[src/hw/rtl/apc_pkg.sv]
// shared types and constants of the alarm panel controller
`timescale 1ns / 1ps

package apc_pkg;

    localparam int MODE_W   = 3;
    localparam int CFG_IDX_W = 3;
    localparam int CFG_DATA_W = 16;

    // event kinds
    localparam logic [1:0] OP_KEY    = 2'd0;
    localparam logic [1:0] OP_TICK   = 2'd1;
    localparam logic [1:0] OP_SWITCH = 2'd2;

    // panel modes
    localparam logic [MODE_W-1:0] MODE_UNSET  = 3'd0;
    localparam logic [MODE_W-1:0] MODE_EXIT   = 3'd1;
    localparam logic [MODE_W-1:0] MODE_SET    = 3'd2;
    localparam logic [MODE_W-1:0] MODE_ENTRY  = 3'd3;
    localparam logic [MODE_W-1:0] MODE_ALARM  = 3'd4;
    localparam logic [MODE_W-1:0] MODE_REPORT = 3'd5;

    // special keys
    localparam logic [3:0] KEY_SUBMIT = 4'hB;
    localparam logic [3:0] KEY_DELETE = 4'hC;

    // switch samples
    localparam logic [7:0] SW_ENTRY_DOOR = 8'd1;
    localparam logic [7:0] SW_INTRUSION  = 8'd2;

    // recorded zones
    localparam logic [2:0] ZONE_ENTRY_DOOR = 3'd1;
    localparam logic [2:0] ZONE_INTRUSION  = 3'd2;
    localparam logic [2:0] ZONE_CODE_FAIL  = 3'd5;

    // configuration register indexes
    localparam logic [CFG_IDX_W-1:0] CFG_USER_CODE     = 3'd0;
    localparam logic [CFG_IDX_W-1:0] CFG_EXIT_TICKS    = 3'd1;
    localparam logic [CFG_IDX_W-1:0] CFG_ENTRY_TICKS   = 3'd2;
    localparam logic [CFG_IDX_W-1:0] CFG_SILENCE_TICKS = 3'd3;
    localparam logic [CFG_IDX_W-1:0] CFG_BLINK_TICKS   = 3'd4;
    localparam logic [CFG_IDX_W-1:0] CFG_MAX_ATTEMPTS  = 3'd5;

    typedef struct packed {
        logic [15:0] user_code;
        logic [15:0] exit_ticks;
        logic [15:0] entry_ticks;
        logic [15:0] silence_ticks;
        logic [7:0]  blink_ticks;
        logic [2:0]  max_attempts;
    } cfg_t;

    typedef struct packed {
        logic [1:0] opcode;
        logic [3:0] key_value;
        logic [7:0] switch_value;
    } event_t;

    typedef struct packed {
        logic [MODE_W-1:0] mode;
        logic              sounder_on;
        logic [2:0]        zone_number;
        logic [2:0]        failed_count;
        logic [2:0]        keys_entered;
    } result_t;

endpackage

[src/hw/rtl/apc_cfg_regs.sv]
// configuration registers of the alarm panel controller
`timescale 1ns / 1ps

module apc_cfg_regs
    import apc_pkg::*;
(
    input  logic                  aclk,
    input  logic                  aresetn,
    input  logic                  cfg_wr_en,
    input  logic [CFG_IDX_W-1:0]  cfg_index,
    input  logic [CFG_DATA_W-1:0] cfg_wr_data,
    output cfg_t                  cfg
);

    cfg_t cfg_reg;

    always_ff @(posedge aclk) begin
        if (!aresetn) begin
            cfg_reg.user_code     <= 16'd4660;
            cfg_reg.exit_ticks    <= 16'd80;
            cfg_reg.entry_ticks   <= 16'd100;
            cfg_reg.silence_ticks <= 16'd60;
            cfg_reg.blink_ticks   <= 8'd5;
            cfg_reg.max_attempts  <= 3'd3;
        end else if (cfg_wr_en) begin
            case (cfg_index)
                CFG_USER_CODE:     cfg_reg.user_code     <= cfg_wr_data;
                CFG_EXIT_TICKS:    cfg_reg.exit_ticks    <= cfg_wr_data;
                CFG_ENTRY_TICKS:   cfg_reg.entry_ticks   <= cfg_wr_data;
                CFG_SILENCE_TICKS: cfg_reg.silence_ticks <= cfg_wr_data;
                CFG_BLINK_TICKS:   cfg_reg.blink_ticks   <= cfg_wr_data[7:0];
                CFG_MAX_ATTEMPTS:  cfg_reg.max_attempts  <= cfg_wr_data[2:0];
                default: ;
            endcase
        end
    end

    assign cfg = cfg_reg;

endmodule

[src/hw/rtl/apc_core.sv]
// panel state registers and next-state logic for one event
`timescale 1ns / 1ps

module apc_core
    import apc_pkg::*;
#(
    parameter int CODE_LENGTH = 4
) (
    input  logic    aclk,
    input  logic    aresetn,
    input  logic    step,
    input  event_t  evt,
    input  cfg_t    cfg,
    output result_t res_next
);

    localparam int POS_W     = $clog2(CODE_LENGTH + 1);
    localparam int IDX_W     = (CODE_LENGTH > 1) ? $clog2(CODE_LENGTH) : 1;
    localparam int CODE_BITS = 4 * CODE_LENGTH;
    localparam logic [POS_W-1:0] FULL_POS = POS_W'(CODE_LENGTH);

    logic [MODE_W-1:0] mode_reg, mode_next;
    logic [POS_W-1:0]  pos_reg, pos_next;
    logic [POS_W-1:0]  match_reg, match_next;
    logic [2:0]        fail_reg, fail_next;
    logic [15:0]       countdown_reg, countdown_next;
    logic [7:0]        blink_reg, blink_next;
    logic              sounder_reg, sounder_next;
    logic              silenced_reg, silenced_next;
    logic [2:0]        zone_reg, zone_next;

    logic [3:0] keys_mem [CODE_LENGTH];

    logic [CODE_BITS-1:0] code_ext;
    logic [3:0]           code_sym [CODE_LENGTH];

    logic [POS_W-1:0]  pos_dec;
    logic [IDX_W-1:0]  idx_cur;
    logic [IDX_W-1:0]  idx_dec;
    logic              key_we;
    logic              buf_full;
    logic              code_ok;
    logic [3:0]        fail_inc;
    logic              do_enter;
    logic [MODE_W-1:0] enter_mode;

    assign code_ext = CODE_BITS'(cfg.user_code);

    // first key is compared with the top used nibble
    for (genvar i = 0; i < CODE_LENGTH; i++) begin : g_sym
        assign code_sym[i] = code_ext[4*(CODE_LENGTH-1-i) +: 4];
    end

    assign pos_dec  = pos_reg - 1'b1;
    assign idx_cur  = pos_reg[IDX_W-1:0];
    assign idx_dec  = pos_dec[IDX_W-1:0];
    assign buf_full = (pos_reg >= FULL_POS);
    assign code_ok  = (match_reg == FULL_POS);
    assign fail_inc = {1'b0, fail_reg} + 4'd1;

    always_comb begin
        mode_next      = mode_reg;
        pos_next       = pos_reg;
        match_next     = match_reg;
        fail_next      = fail_reg;
        countdown_next = countdown_reg;
        blink_next     = blink_reg;
        sounder_next   = sounder_reg;
        silenced_next  = silenced_reg;
        zone_next      = zone_reg;
        key_we         = 1'b0;
        do_enter       = 1'b0;
        enter_mode     = mode_reg;

        case (evt.opcode)
            OP_KEY: begin
                if (mode_reg == MODE_REPORT) begin
                    if (evt.key_value == KEY_DELETE) begin
                        do_enter   = 1'b1;
                        enter_mode = MODE_UNSET;
                    end
                end else if (mode_reg inside {MODE_UNSET, MODE_EXIT, MODE_ENTRY, MODE_ALARM})
                begin
                    if (evt.key_value == KEY_SUBMIT) begin
                        if (buf_full) begin
                            pos_next   = '0;
                            match_next = '0;
                            case (mode_reg)
                                MODE_UNSET, MODE_EXIT: begin
                                    if (code_ok) begin
                                        fail_next  = '0;
                                        do_enter   = 1'b1;
                                        enter_mode = (mode_reg == MODE_UNSET) ? MODE_EXIT
                                                                              : MODE_UNSET;
                                    end else if (fail_inc >= {1'b0, cfg.max_attempts}) begin
                                        fail_next  = '0;
                                        zone_next  = ZONE_CODE_FAIL;
                                        do_enter   = 1'b1;
                                        enter_mode = MODE_ALARM;
                                    end else begin
                                        fail_next = fail_inc[2:0];
                                    end
                                end
                                MODE_ENTRY: begin
                                    if (code_ok) begin
                                        do_enter   = 1'b1;
                                        enter_mode = MODE_UNSET;
                                    end
                                end
                                MODE_ALARM: begin
                                    if (code_ok) begin
                                        do_enter   = 1'b1;
                                        enter_mode = MODE_REPORT;
                                    end
                                end
                                default: ;
                            endcase
                        end
                    end else if (!buf_full) begin
                        if (evt.key_value == KEY_DELETE) begin
                            if (pos_reg != '0) begin
                                pos_next = pos_dec;
                                if (keys_mem[idx_dec] == code_sym[idx_dec]
                                    && match_reg != '0) begin
                                    match_next = match_reg - 1'b1;
                                end
                            end
                        end else begin
                            key_we   = 1'b1;
                            pos_next = pos_reg + 1'b1;
                            if (evt.key_value == code_sym[idx_cur]) begin
                                match_next = match_reg + 1'b1;
                            end
                        end
                    end
                end
            end
            OP_TICK: begin
                if (mode_reg == MODE_EXIT || mode_reg == MODE_ENTRY) begin
                    if (countdown_reg <= 16'd1) begin
                        countdown_next = '0;
                        do_enter       = 1'b1;
                        enter_mode     = (mode_reg == MODE_EXIT) ? MODE_SET : MODE_ALARM;
                    end else begin
                        countdown_next = countdown_reg - 16'd1;
                        if (blink_reg <= 8'd1) begin
                            sounder_next = ~sounder_reg;
                            blink_next   = cfg.blink_ticks;
                        end else begin
                            blink_next = blink_reg - 8'd1;
                        end
                    end
                end else if (mode_reg == MODE_ALARM && !silenced_reg) begin
                    if (countdown_reg <= 16'd1) begin
                        countdown_next = '0;
                        silenced_next  = 1'b1;
                        sounder_next   = 1'b0;
                    end else begin
                        countdown_next = countdown_reg - 16'd1;
                    end
                end
            end
            OP_SWITCH: begin
                case (mode_reg)
                    MODE_SET: begin
                        if (evt.switch_value == SW_ENTRY_DOOR) begin
                            zone_next  = ZONE_ENTRY_DOOR;
                            do_enter   = 1'b1;
                            enter_mode = MODE_ENTRY;
                        end else if (evt.switch_value == SW_INTRUSION) begin
                            zone_next  = ZONE_INTRUSION;
                            do_enter   = 1'b1;
                            enter_mode = MODE_ALARM;
                        end
                    end
                    MODE_EXIT: begin
                        if (evt.switch_value == SW_INTRUSION) begin
                            zone_next  = ZONE_INTRUSION;
                            do_enter   = 1'b1;
                            enter_mode = MODE_ALARM;
                        end
                    end
                    MODE_ENTRY: begin
                        if (evt.switch_value == SW_INTRUSION) begin
                            do_enter   = 1'b1;
                            enter_mode = MODE_ALARM;
                        end
                    end
                    default: ;
                endcase
            end
            default: ;
        endcase

        // mode change clears the code buffer and loads the new mode's timers
        if (do_enter) begin
            mode_next     = enter_mode;
            pos_next      = '0;
            match_next    = '0;
            sounder_next  = 1'b0;
            silenced_next = 1'b0;
            case (enter_mode)
                MODE_EXIT: begin
                    countdown_next = cfg.exit_ticks;
                    blink_next     = cfg.blink_ticks;
                end
                MODE_ENTRY: begin
                    countdown_next = cfg.entry_ticks;
                    blink_next     = cfg.blink_ticks;
                end
                MODE_ALARM: begin
                    countdown_next = cfg.silence_ticks;
                    sounder_next   = 1'b1;
                end
                default: ;
            endcase
        end
    end

    always_ff @(posedge aclk) begin
        if (!aresetn) begin
            mode_reg      <= MODE_UNSET;
            pos_reg       <= '0;
            match_reg     <= '0;
            fail_reg      <= '0;
            countdown_reg <= '0;
            blink_reg     <= '0;
            sounder_reg   <= 1'b0;
            silenced_reg  <= 1'b0;
            zone_reg      <= '0;
        end else if (step) begin
            mode_reg      <= mode_next;
            pos_reg       <= pos_next;
            match_reg     <= match_next;
            fail_reg      <= fail_next;
            countdown_reg <= countdown_next;
            blink_reg     <= blink_next;
            sounder_reg   <= sounder_next;
            silenced_reg  <= silenced_next;
            zone_reg      <= zone_next;
        end
    end

    always_ff @(posedge aclk) begin
        if (step && key_we) begin
            keys_mem[idx_cur] <= evt.key_value;
        end
    end

    assign res_next.mode         = mode_next;
    assign res_next.sounder_on   = sounder_next;
    assign res_next.zone_number  = zone_next;
    assign res_next.failed_count = fail_next;
    assign res_next.keys_entered = 3'(pos_next);

endmodule

[src/hw/rtl/alarm_panel_controller.sv]
// alarm panel controller top level with input and result registers
// a transaction waits in the input register; its result is then registered
// throughput: one transaction per cycle unless a held result stalls on m_ready
// a held result does not block the input register while the result side is ready
// reset: synchronous active-low aresetn returns the panel to unset mode,
// clears counters, zone and sounder, and loads the default configuration
`timescale 1ns / 1ps

module alarm_panel_controller
    import apc_pkg::*;
#(
    parameter int CODE_LENGTH = 4
) (
    input  logic                  aclk,
    input  logic                  aresetn,
    input  logic                  s_valid,
    output logic                  s_ready,
    input  logic [1:0]            s_opcode,
    input  logic [3:0]            s_key_value,
    input  logic [7:0]            s_switch_value,
    output logic                  m_valid,
    input  logic                  m_ready,
    output logic [MODE_W-1:0]     m_mode,
    output logic                  m_sounder_on,
    output logic [2:0]            m_zone_number,
    output logic [2:0]            m_failed_count,
    output logic [2:0]            m_keys_entered,
    input  logic                  cfg_wr_en,
    input  logic [CFG_IDX_W-1:0]  cfg_index,
    input  logic [CFG_DATA_W-1:0] cfg_wr_data
);

    cfg_t    cfg;
    event_t  evt_reg;
    logic    in_valid_reg;
    result_t res_next;
    result_t res_reg;
    logic    out_valid_reg;
    logic    advance;

    assign advance = in_valid_reg && (!out_valid_reg || m_ready);
    assign s_ready = !in_valid_reg || advance;

    apc_cfg_regs u_cfg_regs (
        .aclk        (aclk),
        .aresetn     (aresetn),
        .cfg_wr_en   (cfg_wr_en),
        .cfg_index   (cfg_index),
        .cfg_wr_data (cfg_wr_data),
        .cfg         (cfg)
    );

    apc_core #(
        .CODE_LENGTH (CODE_LENGTH)
    ) u_core (
        .aclk     (aclk),
        .aresetn  (aresetn),
        .step     (advance),
        .evt      (evt_reg),
        .cfg      (cfg),
        .res_next (res_next)
    );

    // input register
    always_ff @(posedge aclk) begin
        if (!aresetn) begin
            in_valid_reg <= 1'b0;
        end else if (s_valid && s_ready) begin
            in_valid_reg <= 1'b1;
        end else if (advance) begin
            in_valid_reg <= 1'b0;
        end
    end

    always_ff @(posedge aclk) begin
        if (s_valid && s_ready) begin
            evt_reg.opcode       <= s_opcode;
            evt_reg.key_value    <= s_key_value;
            evt_reg.switch_value <= s_switch_value;
        end
    end

    // result register
    always_ff @(posedge aclk) begin
        if (!aresetn) begin
            out_valid_reg <= 1'b0;
        end else if (advance) begin
            out_valid_reg <= 1'b1;
        end else if (m_ready) begin
            out_valid_reg <= 1'b0;
        end
    end

    always_ff @(posedge aclk) begin
        if (advance) begin
            res_reg <= res_next;
        end
    end

    assign m_valid        = out_valid_reg;
    assign m_mode         = res_reg.mode;
    assign m_sounder_on   = res_reg.sounder_on;
    assign m_zone_number  = res_reg.zone_number;
    assign m_failed_count = res_reg.failed_count;
    assign m_keys_entered = res_reg.keys_entered;

endmodule
[config.mk]
export PLATFORM = sky130hd
export DESIGN_NAME = alarm_panel_controller
export DESIGN_NICKNAME = d
export VERILOG_FILES = /design/src/hw/rtl/apc_pkg.sv /design/src/hw/rtl/apc_cfg_regs.sv /design/src/hw/rtl/apc_core.sv /design/src/hw/rtl/alarm_panel_controller.sv
export SDC_FILE = /design/constraint.sdc
export NUM_CORES = 1
export LEC_CHECK = 0
export ABC_AREA = 1
export BUFFER_PORTS_ARGS = -buffer_cell sky130_fd_sc_hd__buf_4
export CAP_MARGIN = 15
export CORE_AREA = 2 2 146 134
export DETAILED_ROUTE_END_ITERATION = 7
export DIE_AREA = 0 0 148 136
export PLACE_DENSITY = 0.69
export SLEW_MARGIN = 20
export SYNTH_ARGS = -nofsm -noshare
export SYNTH_HDL_FRONTEND = slang
export SYNTH_HIERARCHICAL = 1
export SYNTH_SLANG_ARGS = --single-unit
[constraint.sdc]
create_clock -name aclk -period 2.5 [get_ports aclk]
set_input_delay 0.375 -clock aclk [delete_from_list [all_inputs] [get_ports aclk]]
set_output_delay 0.375 -clock aclk [all_outputs]
set_load 0.005 [all_outputs]
==> run_results.csv, run 1 <==
group,metric,value,unit
clock_network,insertion_delay,430,ps
global_route,grt_use_met3,4.664,%
drt,dr.pass1.iters,6,
setup_path,cp.required,2810,ps
logic_synthesis,netlist-cell-type-count,46,
logic_synthesis,synth_area_per_cell,6.837,µm²
outcome,status,"completed",
logic_synthesis,ys.flop_type,"dfxtp_1",
logic_synthesis,synthArstFlopShare,0,%
pwr,p_int,4.472,mW
final_layout,most-common-layout-cells,"312 x nand2_1, 202 x nor2_1, 142 x nand3_1",
placed_design,portBuffers,52,
final_layout,drive_gt1_share,19.61,%
global_route,grt_pass1_wl,40400,µm
clock_network,clk_pin_slew,70,ps
setup_path,reg2regPathDepth,18,
drt,drt_iter0_drc,922,
sta,relSlewSlack,48.16,%
logic_synthesis,synth_nets,1386,
floorplanning,die_w,148,µm
clock_network,cts_inserted_buffers,17,
placed_design,place.gp.congestion,0.9318,
global_route,met2_usage,38.22,%
setup_path,startpoint_type,"register",
pwr,pwr-share-clk,40.6,%
sta,period_share,99.03,%
sta,hold_viol_final,0,
clock_network,cts-root-buf,"clkbuf_16",
clock_network,cts_sinks,161,
drt,via_per_inst,5.354,
logic_synthesis,ys_ff_latch,161,
final_layout,final_common_cell,"nand2_1",
logic_synthesis,yosysSeqAreaShare,40.12,%
logic_synthesis,ys_top_cells_by_area,"dfxtp_1 26%, edfxtp_1 14%, nand2_1 13%",
logic_synthesis,synth_warnings,6,
sta,rsz0062_at_grt,"true",
final_layout,n_fill_cell,1825,
drt,wire_per_inst,15.18,µm
final_layout,largest_register_ffs,75,
global_route,grt.busiest_layer,"met2",
setup_path,r2r_start,"u_core/countdown_reg[1]$_SDFFE_PN0P_",
pwr,peakVddDrop,0.0004192,V
final_layout,diodes,0,
drt,wl,25400,µm
global_route,grt_antenna_before_repair,0,
setup_path,reg2reg_slack,20,ps
placed_design,hpwl,17430,µm
setup_path,end_kind,"register",
floorplanning,rows,48,
min_path,hp-start,"s_key_value[2]",
global_route,grt_pass1_vias,7923,
min_path,holdPathEnd,"evt_reg[10]$_DFFE_PP_",
pwr,combPwrFrac,14.9,%
pwr,p_sw,1.909,mW
logic_synthesis,synth_top_area_share,25.94,%
sta,setup_tns,0,ps
final_layout,final_cells,1673,
setup_path,path_class,"reg -> reg",
clock_network,cts_tree,"yes",
global_route,gr-total-overflow,0,
sta,slew_viol_final,0,
global_route,gr-usage-met1,36.66,%
pwr,powerDensity,578.1,nW/µm²
final_layout,multi_input_comb_area,4901,µm²
logic_synthesis,synth_edf_count,43,
sta,fmax,403.9,MHz
global_route,track_usage,25.05,%
setup_path,path_max_fanout,8,
sta,finalSetupViolCount,0,
pwr,power_leakage,5.002,nW
logic_synthesis,synth_top_area_cell,"dfxtp_1",
floorplanning,initial_utilization,48.60,%
placed_design,dp.cells,1629,
sta,timing.final.crit_period,2476,ps
setup_path,worstReg2RegEnd,"u_core/countdown_reg[2]$_SDFFE_PN0P_",
clock_network,cts_buffer_depth,2,
final_layout,final-seq-area,3659,µm²
floorplanning,dieArea,20130,µm²
sta,clock_skew,10.09,ps
logic_synthesis,netlist_instances,1332,
sta,tightest_slew,776.7,ps
final_layout,area_growth,21.21,%
clock_network,ctsHoldBuffers,0,
min_path,whs_path_depth,1,
pwr,swShare,29.91,%
drt,drc,0,
global_route,grt_max_degree,46,
floorplanning,io_pins,53,
floorplanning,core-area,18740,µm²
drt,num_vias,8958,
floorplanning,die_h,136,µm
drt,ant_nets,0,
setup_path,crit_arrival,2780,ps
run,drv_cap,0,
logic_synthesis,syn_area,9106,µm²
min_path,hold_class,"in -> reg",
pwr,pwr-share-seq,44.5,%
final_layout,nNetsFinal,1464,
clock_network,htree_levels,4,
-- how the worst max path moves through the flow --
stage	cells after the start	to	slack, ps	startpoint
final	18	u_core/countdown_reg[2]$_SDFFE_PN0P_	20	u_core/countdown_reg[1]$_SDFFE_PN0P_
after global routing	18	u_core/blink_reg[4]$_SDFFE_PN0P_	-190	u_core/fail_reg[1]$_SDFFE_PN0P_
after CTS	15	u_core/countdown_reg[7]$_SDFFE_PN0P_	20	u_core/pos_reg[0]$_SDFFE_PN0P_
after detailed placement	17	u_core/countdown_reg[4]$_SDFFE_PN0P_	-80	u_core/fail_reg[0]$_SDFFE_PN0P_
after global placement	17	u_core/countdown_reg[4]$_SDFFE_PN0P_	-20	u_core/fail_reg[0]$_SDFFE_PN0P_
after floorplan	21	u_core/countdown_reg[5]$_SDFFE_PN0P_	8	u_core/pos_reg[0]$_SDFFE_PN0P_
-- power groups by stage --
| stage | combinational, mW | sequential (mW) | clock (mW) |
|---|---|---|---|
| after CTS | 0.886 | 2.83 | 2.63 |
| after global placement | 0.850 | 2.89 | 0 |
| after detailed placement | 0.862 | 2.89 | 0 |
| after floorplan | 0.571 | 2.88 | 0 |
| after global routing | 1.05 | 2.85 | 2.76 |
| final | 0.952 | 2.84 | 2.59 |
-- kinds of logic (layout without fill, tap and decap cells) --
kind of cell    count (synthesis)  after routing  share of synthesized area [%]
simple gates                  782            783                          37.57
buf+inv                       214            304                          9.645
flops                         161            161                          40.12
compound gates                138            138                          8.368
xor+xnor                       21             21                          2.020
fa+ha+maj                      16             16                          2.281
-- layer usage --
| layer | share of wire (%) | wire length (µm) |
|---|---|---|
| met1 | 47 | 12000 |
| met2 | 45 | 11420 |
| met3 | 6.3 | 1612 |
| met4 | 1.4 | 362 |
| met5 | 0 | 0 |
-- through the flow --
| step | hold WS (ps) | setup slack [ps] | util, % | power, mW | area, µm² |
|---|---|---|---|---|---|
| 2_1_floorplan | 428.9 | 7.847 | - | 3.450 | 9134 |
| 3_3_place_gp | 440.9 | -23.57 | 53.35 | 3.739 | 9997 |
| 3_5_place_dp | 445.1 | -83.33 | 53.35 | 3.754 | 9997 |
| 4_1_cts | 104.1 | 15.24 | 56.96 | 6.352 | 10670 |
| 5_1_grt | 93.39 | -186.2 | 58.91 | 6.662 | 11040 |
| 6_report | 114.0 | 24.24 | 58.91 | 6.381 | 11040 |
-- worst max-delay path: stages (launching register included) --
cell	delay, ps
dfxtp_1	320
inv_1	140
ha_1	200
nand2_1	60
nand2_1	120
nand3_4	140
nor2_2	130
nor2_1	50
nor2_1	150
nand2_1	90
nand2_2	120
nand2_4	100
nand3_4	170
clkbuf_16	190
nand3_1	80
nand2_1	80
clkinv_1	90
nand2_1	70
a21oi_1	50
-- synthesized netlist by cell type, types with 9 or more instances --
master,n
nand3_1,151
xor2_1,14
edfxtp_1,43
inv_1,122
ha_1,15
nand2_1,322
dfxtp_1,118
o21ai_0,50
nor3_1,9
a21oi_1,54
o211ai_1,9
buf_1,10
nand4_1,41
inv_2,30
nor2_1,222
buf_2,17
nor2_2,9
clkbuf_1,17
-- layout make-up --
type / count / area share (%)
clock buffers: 18 / 3.888
clock inverters: 14 / 1.474
inverters: 159 / 5.441
multi-input cells: 958 / 44.40
flip-flops and latches: 161 / 33.14
well taps: 250 / 2.834
repair buffers: 113 / 8.819
-- timing repair --
item                                    4_1_cts  5_1_grt
resized for setup                            12       66
pin swaps                                     8       19
endpoints found under the setup margin       16       39
gates cloned                                  1        3
buffers inserted                              3        6
(Power assumes the default switching activity.)
==> run 2: changes to the inputs <==
--- a/config.mk
+++ b/config.mk
@@ -11,6 +11,7 @@
 export CORE_AREA = 2 2 146 134
 export DETAILED_ROUTE_END_ITERATION = 7
 export DIE_AREA = 0 0 148 136
+export GPL_TIMING_DRIVEN = 0
 export PLACE_DENSITY = 0.69
 export SLEW_MARGIN = 20
 export SYNTH_ARGS = -nofsm -noshare
==> run 2 against run 1 <==
Compared with the run above:
- global-route usage up 1.7 points
- clock power about the same
- the run now ends with negative setup slack left
- hold slack worse by 4.4 ps
- utilization up 1.1 points
- fmax down 4.0%
- largest cell class unchanged
- largest power group unchanged
- critical endpoint is now u_core/keys_mem[0][3]$_DFFE_PP_
- critical path type unchanged
==> run_results.csv, run 2 (synthesized netlist as in run 1, its figures left out) <==
group,metric,value,unit
drt,ant_nets,0,
sta,timing.final.crit_period,2580,ps
setup_path,cp_top_family,"simple AND/OR/NAND/NOR gates",
min_path,hold_class,"in -> reg",
setup_path,reg2reg_slack,-80,ps
floorplanning,core-area,18740,µm²
final_layout,largest_register_ffs,75,
clock_network,cts_tree,"yes",
pwr,powerDensity,572.0,nW/µm²
global_route,grt_max_degree,22,
setup_path,cpMaxStageDelayCell,"edfxtp_1",
floorplanning,rows,48,
setup_path,path_class,"reg -> reg",
setup_path,end_kind,"register",
placed_design,portBuffers,52,
setup_path,crit_arrival,2690,ps
global_route,gr-total-overflow,0,
pwr,p_sw,1.953,mW
drt,wl,26760,µm
clock_network,ctsHoldBuffers,0,
sta,setup_ws,-79.61,ps
min_path,hp-start,"s_key_value[1]",
clock_network,cts_sinks,161,
pwr,swShare,30.38,%
sta,timing.hold.ws,109.6,ps
clock_network,cts-root-buf,"clkbuf_16",
setup_path,reg2regPathDepth,7,
floorplanning,die_h,136,µm
drt,dr.pass1.iters,5,
final_layout,area_growth,23.44,%
pwr,p_int,4.477,mW
global_route,grt_pass1_vias,8073,
setup_path,startpoint_type,"register",
final_layout,drive_gt1_share,21.10,%
global_route,track_usage,26.70,%
min_path,whs_path_depth,1,
final_layout,final_common_cell,"nand2_1",
final_layout,most-common-layout-cells,"302 x nand2_1, 201 x nor2_1, 142 x nand3_1",
final_layout,diodes,0,
global_route,grt_pass1_wl,42170,µm
placed_design,dp.cells,1635,
pwr,peakVddDrop,0.0004805,V
setup_path,max_stage_delay,520,ps
setup_path,worstReg2RegEnd,"u_core/keys_mem[0][3]$_DFFE_PP_",
sta,finalSetupViolCount,22,
global_route,grt_antenna_before_repair,0,
drt,wire_per_inst,15.70,µm
sta,tightest_slew,916.9,ps
clock_network,cts_inserted_buffers,17,
clock_network,htree_levels,4,
final_layout,nNetsFinal,1496,
pwr,pwr-share-seq,44.2,%
clock_network,insertion_delay,440,ps
pwr,combPwrFrac,15.5,%
sta,slew_viol_final,0,
pwr,power_leakage,5.043,nW
setup_path,r2r_start,"evt_reg[13]$_DFFE_PP_",
run,drv_cap,0,
min_path,holdPathEnd,"evt_reg[9]$_DFFE_PP_",
floorplanning,dieArea,20130,µm²
floorplanning,die_w,148,µm
clock_network,cts_buffer_depth,2,
floorplanning,io_pins,53,
drt,drc,0,
setup_path,cp.required,2610,ps
sta,hold_viol_final,0,
sta,clock_skew,14.06,ps
sta,relSlewSlack,38.31,%
setup_path,path_cells,"nor2_4 -> inv_1 -> nor2_1 -> inv_1 -> nor3_1 -> nand3_1 -> nor2_2",
sta,fmax,387.7,MHz
outcome,status,"finished with violations",
sta,rsz0062_at_grt,"true",
pwr,pwr-share-clk,40.2,%
drt,num_vias,9114,
setup_path,path_max_fanout,7,
placed_design,hpwl,19110,µm
setup_path,path_buf_inv,2,
placed_design,place.gp.congestion,0.9280,
setup_path,critical_path.most_common_cell,"inv_1",
placed_design,place_ws,-811.6,ps
sta,period_share,103.2,%
floorplanning,initial_utilization,48.60,%
clock_network,clk_pin_slew,80,ps
drt,drt_iter0_drc,880,
drt,via_per_inst,5.345,
outcome,violations,"negative setup slack",
final_layout,final_cells,1705,
[run 2: changes by cell type in the layout (fill, tap and decap cells not counted), sizes merged]
cell      delta
inv          +1
nand2        -1
buf         +19
clkinv       -1
clkinvlp     +1
clkbuf      +13
[run 2: worst max path at each step]
stage	startpoint	end	slack (ps)	cells after the start
2_1_floorplan	u_core/pos_reg[0]$_SDFFE_PN0P_	u_core/countdown_reg[5]$_SDFFE_PN0P_	8	21
6_report	evt_reg[13]$_DFFE_PP_	u_core/keys_mem[0][3]$_DFFE_PP_	-80	7
3_5_place_dp	u_core/pos_reg[1]$_SDFFE_PN0P_	u_core/countdown_reg[10]$_SDFFE_PN0P_	-810	19
4_1_cts	u_core/countdown_reg[0]$_SDFFE_PN0P_	u_core/countdown_reg[6]$_SDFFE_PN0P_	7	18
3_3_place_gp	m_ready	u_core/keys_mem[0][0]$_DFFE_PP_	-1440	7
5_1_grt	evt_reg[13]$_DFFE_PP_	u_core/keys_mem[0][3]$_DFFE_PP_	-110	7
[run 2: stage by stage]
stage	power [mW]	setup TNS, ps	utilization [%]	cell area [µm²]
global route	6.688	-2805	59.99	11240
finish	6.430	-804.6	59.99	11240
detailed placement	3.735	-28530	52.60	9856
global placement	3.717	-51280	52.50	9837
CTS	6.379	0	57.69	10810
floorplan	3.450	0	-	9134
[run 2: layout make-up]
cell class	count	area, µm²
clock buffer	17	425.4
timing repair buffer	92	734.5
fill	1796	7497
inverter	159	615.6
tap	250	312.8
sequential	161	3670
clock inverter	15	161.4
multi-input combinational	957	4972
buffer	54	349.1
[run 2: per-layer routing]
| layer | GRT usage (%) | up-vias | part of all wire, % |
|---|---|---|---|
| li1 | - | 4516 | - |
| met1 | 38.05 | 4188 | 46 |
| met2 | 41.10 | 362 | 45 |
| met3 | 4.698 | 48 | 7.2 |
| met4 | 8.836 | 0 | 2.2 |
| met5 | 0 | - | 0 |
[run 2: power by group through the flow]
stage	registers, mW	clock network (mW)	logic (mW)
finish	2.84	2.59	0.999
global route	2.85	2.74	1.10
CTS	2.84	2.63	0.914
detailed placement	2.90	0	0.832
global placement	2.90	0	0.816
floorplan	2.88	0	0.571
[run 2: repair_timing]
item | CTS | global route
setup endpoints to repair | 55 | 41
gates cloned | 1 | 0
setup buffers | 23 | 15
endpoints found under the hold margin | 0 | 0
pin swaps | 16 | 36
gates resized for setup | 55 | 88
==> run 3: changes to the inputs <==
--- a/config.mk
+++ b/config.mk
@@ -8,9 +8,9 @@
 export ABC_AREA = 1
 export BUFFER_PORTS_ARGS = -buffer_cell sky130_fd_sc_hd__buf_4
 export CAP_MARGIN = 15
-export CORE_AREA = 2 2 146 134
+export CORE_AREA = 3 3 147 135
 export DETAILED_ROUTE_END_ITERATION = 7
-export DIE_AREA = 0 0 148 136
+export DIE_AREA = 0 0 150 138
 export GPL_TIMING_DRIVEN = 0
 export PLACE_DENSITY = 0.69
 export SLEW_MARGIN = 20
==> run 3 against run 2 <==
Compared with the run above:
- the flow still finishes with violations (negative setup slack)
- fmax increased by 2.3%
- hold slack got worse by 6.0 ps
- critical endpoint is now u_core/countdown_reg[3]$_SDFFE_PN0P_
- combinational power about the same
- global-route usage decreased by 0.55 points
- via count about the same
==> run_results.csv, run 3 (synthesized netlist as in run 1, its figures left out) <==
group,metric,value,unit
outcome,status,"finished with violations",
outcome,violations,"negative setup slack",
setup_path,cpMaxStageDelayCell,"dfxtp_4",
global_route,gr-total-overflow,0,
clock_network,insertion_delay,440,ps
drt,wire_per_inst,15.97,µm
sta,timing.hold.ws,103.6,ps
final_layout,post-route-util,61.20,%
sta,relSlewSlack,44.11,%
drt,wl,27060,µm
floorplanning,rows,47,
setup_path,cp.required,2860,ps
drt,dr.pass1.iters,6,
floorplanning,core-area,18350,µm²
placed_design,place.gp.congestion,0.9194,
final_layout,drive_gt1_share,20.69,%
sta,timing.final.crit_period,2521,ps
sta,finalSetupViolCount,4,
setup_path,path_cells,"ha_4 -> xnor2_2 -> inv_2 -> ha_4 -> inv_2 -> nand2_2 -> inv_2 -> nand4_1 -> nand2_1 -> nand2_1 -> nand2_1 -> nand2_2 -> nand2_4 -> buf_4 -> nand4_1 -> nand2_1 -> inv_1 -> nand2_1 -> nand2_1 -> a21oi_1",
sta,slew_viol_final,0,
clock_network,ctsHoldBuffers,0,
sta,tightest_slew,830.7,ps
floorplanning,io_pins,53,
final_layout,area_growth,23.32,%
final_layout,most-common-layout-cells,"306 x nand2_1, 193 x nor2_1, 145 x nand3_1",
setup_path,startpoint_type,"register",
pwr,powerDensity,601.0,nW/µm²
run,drv_cap,0,
global_route,track_usage,26.15,%
final_layout,n_fill_cell,1725,
setup_path,path_max_fanout,10,
clock_network,cts_tree,"yes",
clock_network,cts_inserted_buffers,17,
sta,rsz0062_at_grt,"true",
drt,num_vias,9120,
global_route,grt_antenna_before_repair,0,
placed_design,hpwl,18990,µm
sta,clock_skew,14.08,ps
setup_path,path_class,"reg -> reg",
sta,period_share,100.8,%
floorplanning,dieArea,20700,µm²
setup_path,max_stage_delay,360,ps
clock_network,cts-root-buf,"clkbuf_16",
final_layout,final_common_cell,"nand2_1",
placed_design,dp.cells,1630,
setup_path,critical_path.most_common_cell,"nand2_1",
floorplanning,die_w,150,µm
floorplanning,initial_utilization,49.63,%
setup_path,end_kind,"register",
final_layout,final_cells,1695,
pwr,peakVddDrop,0.0004917,V
pwr,power_leakage,5.044,nW
drt,drt_iter0_drc,1117,
min_path,hold_class,"in -> reg",
drt,drc,0,
sta,hold_viol_final,0,
floorplanning,die_h,138,µm
clock_network,cts_sinks,161,
clock_network,clk_pin_slew,80,ps
sta,setup_ws,-20.75,ps
final_layout,largest_register_ffs,75,
clock_network,cts_buffer_depth,2,
sta,fmax,396.7,MHz
drt,via_per_inst,5.381,
setup_path,crit_arrival,2880,ps
clock_network,htree_levels,4,
drt,ant_nets,0,
final_layout,diodes,0,
final_layout,nNetsFinal,1491,
placed_design,portBuffers,52,
global_route,grt_pass1_vias,8424,
global_route,grt_max_degree,21,
global_route,grt_pass1_wl,43290,µm
==> run 3: worst max-delay path: cells and delay by family, from the launching register on <==
family	cells	cell delay, ps
adder cells (fa/ha/maj)	2	320
AND/OR/NAND/NOR	11	1050
flip-flops	1	360
AO/OA/AOI/OAI	1	110
buffers and inverters	5	430
XOR/XNOR	1	160
==> run 3: per-stage QoR <==
stage	TNS [ps]	setup slack [ps]	cell area, µm²	power, mW
floorplan	0	7.847	9134	3.450
global placement	-64270	-1665	9831	3.719
detailed placement	-30430	-824.3	9846	3.731
CTS	-0.9401	-0.9401	10870	6.685
global route	-3773	-179.4	11230	7.010
finish	-43.12	-20.75	11230	6.749
==> run 3: timing repair <==
| action | CTS | global route |
|---|---|---|
| pin swaps | 19 | 29 |
| endpoints found under the hold margin | 0 | 0 |
| resized for setup | 56 | 86 |
| endpoints found under the setup margin | 56 | 49 |
| setup buffers | 22 | 10 |
| gates cloned | 1 | 1 |
==> run 3: path summary, 6_finish.rpt <==
kind	depth (start not counted)	start	slack, ps	end
min reg2reg	2	u_cfg_regs/cfg[16]$_SDFFE_PN1P_	460	u_cfg_regs/cfg[16]$_SDFFE_PN1P_
max	20	u_core/fail_reg[0]$_SDFFE_PN0P_	-20	u_core/countdown_reg[3]$_SDFFE_PN0P_
max reg2reg	20	u_core/fail_reg[0]$_SDFFE_PN0P_	-20	u_core/countdown_reg[3]$_SDFFE_PN0P_
min	1	s_key_value[1]	100	evt_reg[9]$_DFFE_PP_
==> run 3: per-layer routing <==
| layer | up-vias | part of all wire (%) | track usage (%) |
|---|---|---|---|
| li1 | 4525 | - | - |
| met2 | 362 | 44 | 38.41 |
| met1 | 4153 | 46 | 38.08 |
| met4 | 0 | 3.4 | 9.918 |
| met5 | - | 0 | 0 |
| met3 | 80 | 7.1 | 5.039 |
==> run 3: cell type report <==
cell class	count	area [µm²]	area share, %
Buffer	54	342.8	3.053
Clock buffer	21	504.2	4.490
Multi-Input combinational cell	957	4932	43.92
Tap cell	245	306.5	2.730
Timing Repair Buffer	87	710.7	6.329
Inverter	159	613.1	5.460
Sequential cell	161	3669	32.67
Clock inverter	11	151.4	1.348
==> run 3: where the power goes <==
part	leakage, nW	internal [mW]	switching (mW)
registers	1.37	2.77	0.0735
logic	3.35	0.373	0.630
clock network	0.324	1.70	1.20
